### config.mk
export PLATFORM = sky130hd
export DESIGN_NAME = catmull_rom_point_window
export DESIGN_NICKNAME = d
export VERILOG_FILES = /design/src/rtl/core/crpw_pkg.sv /design/src/rtl/core/crpw_mul.sv /design/src/rtl/core/crpw_window.sv /design/src/rtl/core/catmull_rom_point_window.sv
export VERILOG_INCLUDE_DIRS = /design/src /design/src/rtl/core
export SDC_FILE = /design/constraint.sdc
export NUM_CORES = 2
export LEC_CHECK = 0
export BUFFER_PORTS_ARGS = -buffer_cell sky130_fd_sc_hd__buf_2
export CORE_AREA = 10 10 297 299
export DETAILED_ROUTE_END_ITERATION = 10
export DIE_AREA = 0 0 307 309
export GPL_TIMING_DRIVEN = 0
export PLACE_DENSITY = 0.73
export SLEW_MARGIN = 20
export SYNTH_ARGS = -nofsm -noshare
export SYNTH_HDL_FRONTEND = slang
export SYNTH_SLANG_ARGS = --single-unit
### constraint.sdc
create_clock -name clk -period 8.65 [get_ports clk]
set_input_delay 0 -clock clk [delete_from_list [all_inputs] [get_ports clk]]
set_output_delay 0 -clock clk [all_outputs]
set_load 0.02 [all_outputs]
### src/rtl/core/catmull_rom_point_window_macros.svh
// assertion macros for the point window block
`ifndef CATMULL_ROM_POINT_WINDOW_MACROS_SVH
`define CATMULL_ROM_POINT_WINDOW_MACROS_SVH

`ifndef SYNTHESIS
`define CRPW_ASSERT_NOW(label, clk, rst, ante, cons) \
  label: assert property (@(posedge clk) disable iff (rst) (ante) |-> (cons)) \
    else $error("crpw check failed");
`define CRPW_ASSERT_NEXT(label, clk, rst, ante, cons) \
  label: assert property (@(posedge clk) disable iff (rst) (ante) |=> (cons)) \
    else $error("crpw check failed");
`else
`define CRPW_ASSERT_NOW(label, clk, rst, ante, cons)
`define CRPW_ASSERT_NEXT(label, clk, rst, ante, cons)
`endif

`endif

### src/rtl/core/crpw_pkg.sv
`default_nettype none

package crpw_pkg;

  localparam int PosW = 18;

  localparam logic CMD_PUSH   = 1'b0;
  localparam logic CMD_INTERP = 1'b1;

  typedef struct packed {
    logic               cmd;
    logic signed [15:0] new_x;
    logic signed [15:0] new_y;
    logic [PosW-1:0]    position;
  } item_t;

  typedef struct packed {
    logic signed [15:0] out_x;
    logic signed [15:0] out_y;
    logic               range_error;
  } result_t;

  typedef struct packed {
    logic signed [15:0] x;
    logic signed [15:0] y;
  } point_t;

endpackage

`default_nettype wire

### src/rtl/core/crpw_mul.sv
`default_nettype none

// shared signed multiplier, product registered
module crpw_mul #(
  parameter int OpW = 19
) (
  input  wire                        clk,
  input  wire  signed [OpW-1:0]      a,
  input  wire  signed [OpW-1:0]      b,
  output logic signed [2*OpW-1:0]    p
);

  always_ff @(posedge clk) begin
    p <= a * b;
  end

endmodule

`default_nettype wire

### src/rtl/core/crpw_window.sv
`default_nettype none

// circular point store: logical index 0 is the oldest point
module crpw_window #(
  parameter int WINDOW_DEPTH = 4,
  localparam int IdxW = $clog2(WINDOW_DEPTH)
) (
  input  wire                    clk,
  input  wire                    rst,
  input  wire                    push,
  input  crpw_pkg::point_t       wr_point,
  input  wire                    rd_en,
  input  wire  [IdxW-1:0]        rd_idx,
  output crpw_pkg::point_t       rd_point
);

  logic [IdxW-1:0]         wptr;
  logic [IdxW-1:0]         wptr_next;
  logic [WINDOW_DEPTH-1:0] valid;
  logic [IdxW:0]           sum;
  logic [IdxW:0]           sum_wrap;
  logic [IdxW-1:0]         phys;
  crpw_pkg::point_t        mem [WINDOW_DEPTH];
  crpw_pkg::point_t        rd_q;
  logic                    rd_ok;

  always_comb begin
    sum      = {1'b0, wptr} + {1'b0, rd_idx};
    sum_wrap = sum - (IdxW+1)'(WINDOW_DEPTH);
    if (sum >= (IdxW+1)'(WINDOW_DEPTH)) begin
      phys = sum_wrap[IdxW-1:0];
    end else begin
      phys = sum[IdxW-1:0];
    end
    if (wptr == IdxW'(WINDOW_DEPTH - 1)) begin
      wptr_next = '0;
    end else begin
      wptr_next = wptr + IdxW'(1);
    end
  end

  // the oldest slot takes the new point, which becomes the newest
  always_ff @(posedge clk) begin
    if (rst) begin
      wptr  <= '0;
      valid <= '0;
    end else if (push) begin
      valid[wptr] <= 1'b1;
      wptr        <= wptr_next;
    end
  end

  always_ff @(posedge clk) begin
    if (push) begin
      mem[wptr] <= wr_point;
    end
    if (rd_en) begin
      rd_q  <= mem[phys];
      rd_ok <= valid[phys];
    end
  end

  // never written since reset reads as the origin
  assign rd_point = rd_ok ? rd_q : '0;

endmodule

`default_nettype wire

### src/rtl/core/catmull_rom_point_window.sv
// channel | valid        | stall        | payload
// in      | item_valid   | item_stall   | item   (crpw_pkg::item_t)
// out     | result_valid | result_stall | result (crpw_pkg::result_t)
//
// a push leaves the block idle and the next item may follow at once.
// an interpolate holds item_stall high from accept until it is done: ten products
// go one after another through the single multiplier, window points are read
// one a cycle from the point store. a segment out of range skips the products
// and goes from accept straight to the done state.
// rst is synchronous and empties the window to all-zero points.
// a waiting result does not block a push; a finished interpolate holds until
// the output register is free.
`default_nettype none
`include "catmull_rom_point_window_macros.svh"

module catmull_rom_point_window #(
  parameter int WINDOW_DEPTH = 4,
  parameter int FRAC_BITS    = 16
) (
  input  wire                clk,
  input  wire                rst,
  input  wire                item_valid,
  output logic               item_stall,
  input  crpw_pkg::item_t    item,
  output logic               result_valid,
  input  wire                result_stall,
  output crpw_pkg::result_t  result
);

  localparam int IdxW  = $clog2(WINDOW_DEPTH);
  localparam int HW    = FRAC_BITS + 3;
  localparam int OpW   = (HW > 16) ? HW : 16;
  localparam int PW    = 2 * OpW;
  localparam int TermW = 20;
  localparam int AccW  = 22;
  localparam int PosW  = crpw_pkg::PosW;

  localparam logic signed [HW-1:0]   ScaleS = HW'(2 ** FRAC_BITS);
  localparam logic signed [PW-1:0]   RoundS = PW'(2 ** FRAC_BITS - 1);
  localparam logic signed [AccW-1:0] SatHi  = AccW'(32767);
  localparam logic signed [AccW-1:0] SatLo  = AccW'(-32768);

  localparam logic [3:0] S_IDLE  = 4'd0;
  localparam logic [3:0] S_SQ    = 4'd1;
  localparam logic [3:0] S_CUBE  = 4'd2;
  localparam logic [3:0] S_BASIS = 4'd3;
  localparam logic [3:0] S_PT2   = 4'd4;
  localparam logic [3:0] S_TAN   = 4'd5;
  localparam logic [3:0] S_MAC   = 4'd6;
  localparam logic [3:0] S_DRAIN = 4'd7;
  localparam logic [3:0] S_DONE  = 4'd8;

  localparam logic [1:0] TERM_P0 = 2'd0;
  localparam logic [1:0] TERM_M0 = 2'd1;
  localparam logic [1:0] TERM_P1 = 2'd2;
  localparam logic [1:0] TERM_M1 = 2'd3;

  function automatic logic signed [15:0] half_diff(input logic signed [15:0] a,
                                                   input logic signed [15:0] b);
    logic signed [16:0] d;
    logic signed [16:0] h;
    d = $signed({a[15], a}) - $signed({b[15], b});
    h = (d + $signed({16'b0, d[16]})) >>> 1;
    return h[15:0];
  endfunction

  function automatic logic signed [15:0] sat16(input logic signed [AccW-1:0] v);
    logic signed [15:0] r;
    if (v > SatHi) begin
      r = 16'sh7fff;
    end else if (v < SatLo) begin
      r = 16'sh8000;
    end else begin
      r = v[15:0];
    end
    return r;
  endfunction

  logic [3:0]                   state;
  logic [FRAC_BITS-1:0]         frac;
  logic [IdxW-1:0]              seg;
  logic                         err;
  logic [FRAC_BITS-1:0]         t2;
  logic signed [HW-1:0]         h00, h10, h01, h11;
  crpw_pkg::point_t             pm1, p0, p1;
  logic signed [15:0]           mx0, mx1, my0, my1;
  logic [2:0]                   cnt;
  logic                         prod_live, prod_ax;
  logic signed [TermW-1:0]      term;
  logic                         term_live, term_ax;
  logic signed [AccW-1:0]       acc_x, acc_y;

  logic                         accept;
  logic [FRAC_BITS+PosW-1:0]    pos_ext;
  logic [PosW-1:0]              seg_full;
  logic [PosW:0]                seg_top;
  logic                         seg_bad;
  logic                         push;
  crpw_pkg::point_t             wr_point;
  logic                         rd_en;
  logic [IdxW-1:0]              rd_idx;
  crpw_pkg::point_t             rd_point;
  logic signed [OpW-1:0]        mul_a, mul_b;
  logic signed [PW-1:0]         prod;
  logic [FRAC_BITS-1:0]         prod_hi;
  logic signed [HW-1:0]         t2s, t3s, ts;
  logic signed [PW-1:0]         scaled;
  logic signed [15:0]           op_pt;
  logic signed [HW-1:0]         op_h;

  assign item_stall = (state != S_IDLE);
  assign accept     = item_valid && !item_stall;

  assign pos_ext  = {{FRAC_BITS{1'b0}}, item.position};
  assign seg_full = item.position >> FRAC_BITS;
  assign seg_top  = {1'b0, seg_full} + (PosW+1)'(2);
  assign seg_bad  = (seg_full == '0) || (seg_top >= (PosW+1)'(WINDOW_DEPTH));

  assign push     = accept && (item.cmd == crpw_pkg::CMD_PUSH);
  assign wr_point = '{x: item.new_x, y: item.new_y};

  always_comb begin
    rd_en  = 1'b1;
    rd_idx = seg;
    case (state)
      S_SQ:    rd_idx = seg - IdxW'(1);
      S_CUBE:  rd_idx = seg;
      S_BASIS: rd_idx = seg + IdxW'(1);
      S_PT2:   rd_idx = seg + IdxW'(2);
      default: rd_en  = 1'b0;
    endcase
  end

  crpw_window #(
    .WINDOW_DEPTH(WINDOW_DEPTH)
  ) u_window (
    .clk      (clk),
    .rst      (rst),
    .push     (push),
    .wr_point (wr_point),
    .rd_en    (rd_en),
    .rd_idx   (rd_idx),
    .rd_point (rd_point)
  );

  assign prod_hi = prod[2*FRAC_BITS-1:FRAC_BITS];

  // point or tangent and its basis weight; upper counter bit picks the axis
  always_comb begin
    case (cnt[1:0])
      TERM_P0: begin
        op_pt = cnt[2] ? p0.y : p0.x;
        op_h  = h00;
      end
      TERM_M0: begin
        op_pt = cnt[2] ? my0 : mx0;
        op_h  = h10;
      end
      TERM_P1: begin
        op_pt = cnt[2] ? p1.y : p1.x;
        op_h  = h01;
      end
      TERM_M1: begin
        op_pt = cnt[2] ? my1 : mx1;
        op_h  = h11;
      end
      default: begin
        op_pt = '0;
        op_h  = '0;
      end
    endcase
  end

  always_comb begin
    case (state)
      S_SQ: begin
        mul_a = $signed({{(OpW-FRAC_BITS){1'b0}}, frac});
        mul_b = $signed({{(OpW-FRAC_BITS){1'b0}}, frac});
      end
      S_CUBE: begin
        mul_a = $signed({{(OpW-FRAC_BITS){1'b0}}, prod_hi});
        mul_b = $signed({{(OpW-FRAC_BITS){1'b0}}, frac});
      end
      S_MAC: begin
        mul_a = OpW'(op_pt);
        mul_b = OpW'(op_h);
      end
      default: begin
        mul_a = '0;
        mul_b = '0;
      end
    endcase
  end

  crpw_mul #(
    .OpW(OpW)
  ) u_mul (
    .clk (clk),
    .a   (mul_a),
    .b   (mul_b),
    .p   (prod)
  );

  assign t2s = $signed({3'b000, t2});
  assign t3s = $signed({3'b000, prod_hi});
  assign ts  = $signed({3'b000, frac});

  // division by the scale truncating toward zero
  assign scaled = (prod + (prod[PW-1] ? RoundS : '0)) >>> FRAC_BITS;

  always_ff @(posedge clk) begin
    if (rst) begin
      state        <= S_IDLE;
      cnt          <= '0;
      prod_live    <= 1'b0;
      term_live    <= 1'b0;
      result_valid <= 1'b0;
    end else begin
      prod_live <= (state == S_MAC);
      term_live <= prod_live;
      if (state == S_DONE && (!result_valid || !result_stall)) begin
        result_valid <= 1'b1;
      end else if (result_valid && !result_stall) begin
        result_valid <= 1'b0;
      end
      case (state)
        S_IDLE: begin
          if (accept && item.cmd == crpw_pkg::CMD_INTERP) begin
            state <= seg_bad ? S_DONE : S_SQ;
          end
        end
        S_SQ:    state <= S_CUBE;
        S_CUBE:  state <= S_BASIS;
        S_BASIS: state <= S_PT2;
        S_PT2:   state <= S_TAN;
        S_TAN: begin
          cnt   <= '0;
          state <= S_MAC;
        end
        S_MAC: begin
          cnt <= cnt + 3'd1;
          if (cnt == 3'd7) begin
            state <= S_DRAIN;
          end
        end
        S_DRAIN: begin
          if (!prod_live && !term_live) begin
            state <= S_DONE;
          end
        end
        S_DONE: begin
          if (!result_valid || !result_stall) begin
            state <= S_IDLE;
          end
        end
        default: state <= S_IDLE;
      endcase
    end
  end

  always_ff @(posedge clk) begin
    if (accept) begin
      frac <= pos_ext[FRAC_BITS-1:0];
      seg  <= seg_full[IdxW-1:0];
      err  <= seg_bad;
    end
    if (state == S_CUBE) begin
      t2  <= prod_hi;
      pm1 <= rd_point;
    end
    if (state == S_BASIS) begin
      h00 <= (t3s <<< 1) - ((t2s <<< 1) + t2s) + ScaleS;
      h10 <= t3s - (t2s <<< 1) + ts;
      h01 <= ((t2s <<< 1) + t2s) - (t3s <<< 1);
      h11 <= t3s - t2s;
      p0  <= rd_point;
    end
    if (state == S_PT2) begin
      p1 <= rd_point;
    end
    if (state == S_TAN) begin
      mx0   <= half_diff(p1.x, pm1.x);
      my0   <= half_diff(p1.y, pm1.y);
      mx1   <= half_diff(rd_point.x, p0.x);
      my1   <= half_diff(rd_point.y, p0.y);
      acc_x <= '0;
      acc_y <= '0;
    end
    prod_ax <= cnt[2];
    if (prod_live) begin
      term    <= scaled[TermW-1:0];
      term_ax <= prod_ax;
    end
    if (term_live) begin
      if (term_ax) begin
        acc_y <= acc_y + AccW'(term);
      end else begin
        acc_x <= acc_x + AccW'(term);
      end
    end
    if (state == S_DONE && (!result_valid || !result_stall)) begin
      if (err) begin
        result <= '{out_x: '0, out_y: '0, range_error: 1'b1};
      end else begin
        result <= '{out_x: sat16(acc_x), out_y: sat16(acc_y), range_error: 1'b0};
      end
    end
  end

  `CRPW_ASSERT_NEXT(a_push_stays_idle, clk, rst, accept && item.cmd == crpw_pkg::CMD_PUSH, state == S_IDLE)
  `CRPW_ASSERT_NOW(a_err_zero, clk, rst, result_valid && result.range_error, result.out_x == '0 && result.out_y == '0)
  `CRPW_ASSERT_NOW(a_rose_from_done, clk, rst, $rose(result_valid), $past(state) == S_DONE)
  `CRPW_ASSERT_NOW(a_done_drained, clk, rst, state == S_DONE, !prod_live && !term_live)

endmodule

`default_nettype wire
==> flow_summary.ini <==
[place]
place_congestion = 0.961
io_buffers = 89
hpwlAfterDp_um = 92500
placed_cell_area_sq_mm = 0.0468

[floorplanning]
dieHeight_um = 309
io_pins = 90
num_rows = 105
die_area_sq_mm = 0.0949
core_sq_mm = 0.0818
initial_core_util = 0.546
dieWidth_um = 307

[setup_path]
crit_fanout = 10
rr_startpoint = cnt[1]
required_ns = 9.16
cp-start-kind = register
worst_path_largest_cell_delay_ns = 0.56
worstRegToRegCells = 28
crit_path_end_kind = register
crit_type = reg -> reg
critical_path.endpoint = u_mul.p[35]
cp-startpoint = cnt[1]
slowest_stage = fa_1
r2r_setup_slack_ns = 0.13
rr_endpoint = u_mul.p[35]
cp_data_arrival_time_ns = 9.03
critPathMostFrequentCell = fa_1

[synthesis]
ys_warn_count = 0
synth_ff_type = edfxtp_1
synth-async-reset-ratio = 0
synth-edff-count = 483
synthCells = 4195
ys_types = 91
ys_seq_area_frac = 0.368
syn_area_per_cell_sq_um = 10.7
ys_ff_latch = 581
synth_fp_nets = 4965
syn_area_sq_mm = 0.0447

[power_and_ir_drop]
p_switching_mw = 1.65
vdd_drop_max_v = 0.000214
p_clk_frac = 0.394
leakage_nw = 21.6
pwr-share-seq = 0.483
cellPowerDensity_mw_per_mm2 = 128
power_frac_comb = 0.122
intPower_mw = 4.83
sw_frac_of_total = 0.255

[drt]
drtIter0Drc = 3007
drt_first_pass_iters = 9
routedWlPerCell_um = 21.6
ant_nets = 0
wl_um = 121000
vias = 32757
drc = 0
via_per_inst = 5.88

[cells_and_area]
final_cell_mix = inv_1, edfxtp_1, nor2_1
fill_cells = 6412
final_area_sq_mm = 0.0506
antenna-diode-count = 0
area_growth_syn_to_layout_pct = 13.1
nets = 5223
final_layout_size_suffix_gt1_frac = 0.110
layout_commonest_cell = inv_1

[grt]
met3_usage = 0.0542
grt_use_met1 = 0.331
antenna_found_initial = 4
grtUsageTotal = 0.254
grt_pass1_wl_um = 189000
overflow = 0
met2_usage = 0.409
grt_max_degree = 57
grt_pass1_vias = 33003
grt-busiest-layer = met2

[timing]
finalSetupTns_ns = 0
relSlewSlack = 0.255
fin_crit_ns = 8.52
fin_skew_ns = 0.0378
maxSlewViolCount = 0
finalCritPeriodShare = 0.985
fmax_mhz = 117
setup_viol = 0
final_hold_viol_count = 0
tightest_slew_ns = 1.12

[clock_network]
cts_buffers = 58
cts-root-buf = clkbuf_16
htreeDepth = 2
cts_tree = built
clockBufferDepth = 3
clkLatencyLatePin_ns = 0.64
clk_pin_slew_ns = 0.07
cts.sinks = 581

[flow_run]
drv_cap = 0

[hold_path]
hold_class = in -> reg

[outcome]
status = completed
-- Yosys cell counts, drive strengths merged, types with 15 or more instances --
library cell / number / area, sq um
inv: 559 / 2100
ha: 358 / 4480
o21a: 40 / 300
dfxtp: 98 / 1960
nand3: 72 / 360
a31oi: 17 / 106
xor2: 83 / 727
clkbuf: 101 / 382
a22oi: 24 / 180
nor4: 21 / 156
nor2b: 57 / 357
nand2: 332 / 1250
o211ai: 15 / 113
fa: 357 / 7150
and2: 62 / 388
a21o: 69 / 519
and3: 29 / 181
xnor2: 186 / 1630
or3: 24 / 150
o21bai: 23 / 176
a211oi: 36 / 280
nand4: 22 / 138
nand2b: 55 / 344
mux4: 49 / 1100
buf: 19 / 87.6
o21ai: 155 / 776
nor2: 361 / 1360
edfxtp: 483 / 14500
a222oi: 50 / 500
o31ai: 17 / 128
a21oi: 176 / 885
nor3: 68 / 362
-- final cells by class --
type | count | area (sq um) | share of cell area
Buffer | 108 | 727 | 0.0144
Clock buffer | 74 | 1550 | 0.0307
Clock inverter | 34 | 357 | 0.00705
Inverter | 559 | 2110 | 0.0417
Multi-Input combinational cell | 2935 | 26300 | 0.521
Sequential cell | 581 | 16500 | 0.326
Tap cell | 1070 | 1340 | 0.0265
Timing Repair Buffer | 210 | 1690 | 0.0334
-- worst min-delay path by stage --
stage,to,start,slack [ns],cells after the start
floorplan,result_valid,rst,0.07,1
global placement,frac[5],item[5],0.18,1
detailed placement,frac[8],item[8],0.18,1
CTS,frac[8],item[8],0.05,2
global route,seg[1],item[17],0.07,2
finish,frac[8],item[8],0.08,2
-- registers in the layout, summed over array words and instances, names as in the netlist, 17 cells and up --
register / flops
u_window.rd_q: 32
term: 20
h11: 17
p0: 32
pm1: 32
result: 33
acc_y: 22
h00: 19
h01: 18
p1: 32
acc_x: 22
u_window.mem: 128
u_mul.p: 37
h10: 19
-- power groups by stage --
stage	registers, mW	logic [mW]	clock network [mW]
2_1_floorplan	3.18	0.445	0
5_1_grt	3.13	0.847	2.69
6_report	3.13	0.792	2.55
3_3_place_gp	3.18	0.672	0
4_1_cts	3.13	0.764	2.57
3_5_place_dp	3.18	0.695	0
-- cells by family (layout without fill, tap and decap cells) --
| logic type | count (synthesis) | in the layout | synth area share |
|---|---|---|---|
| AO/OA/AOI/OAI | 732 | 732 | 0.112 |
| multiplexers | 61 | 61 | 0.0274 |
| flip-flops | 581 | 581 | 0.368 |
| XOR/XNOR | 269 | 269 | 0.0527 |
| buffers and inverters | 679 | 985 | 0.0574 |
| adder cells (fa/ha/maj) | 715 | 715 | 0.260 |
| AND/OR/NAND/NOR | 1158 | 1158 | 0.123 |
-- what timing repair did --
| action | CTS | global route |
|---|---|---|
| hold endpoints to repair | 196 | 0 |
| gates resized for setup | 216 | 63 |
| cloned | 0 | 1 |
| hold buffers | 56 | 0 |
| pin swaps | 28 | 25 |
| buffers inserted | 31 | 14 |
| setup endpoints to repair | 29 | 9 |
-- critical path: cells and delay by family, from the launching register on --
kind / cells / cell delay [ns]
AND/OR/NAND/NOR: 4 / 0.69
buffers and inverters: 6 / 1.20
AO/OA/AOI/OAI: 8 / 1.59
adder cells (fa/ha/maj): 9 / 4.10
XOR/XNOR: 1 / 0.37
flip-flops: 1 / 0.40
-- metal layers --
layer  up-vias  part of all wire  wire [um]
li1      15089                 -          -
met1     15877              0.40      48100
met2      1458              0.46      55500
met3       327             0.093      11300
met4         6             0.047       5670
met5         -           0.00032         39
-- stage by stage --
stage                     worst slack (ns)  power (mW)  instances  hold WS, ns  utilization
after floorplan                      0.249        3.63       4195       0.0691            -
after global placement               -3.21        3.86       5354        0.179        0.568
after detailed placement             -3.02        3.88       5373        0.178        0.572
after CTS                          0.00144        6.46       5559       0.0545        0.614
after global routing               -0.0260        6.67       5571       0.0712        0.618
final                                0.127        6.47       5571       0.0800        0.618
Power figures use the tool's default switching activity.
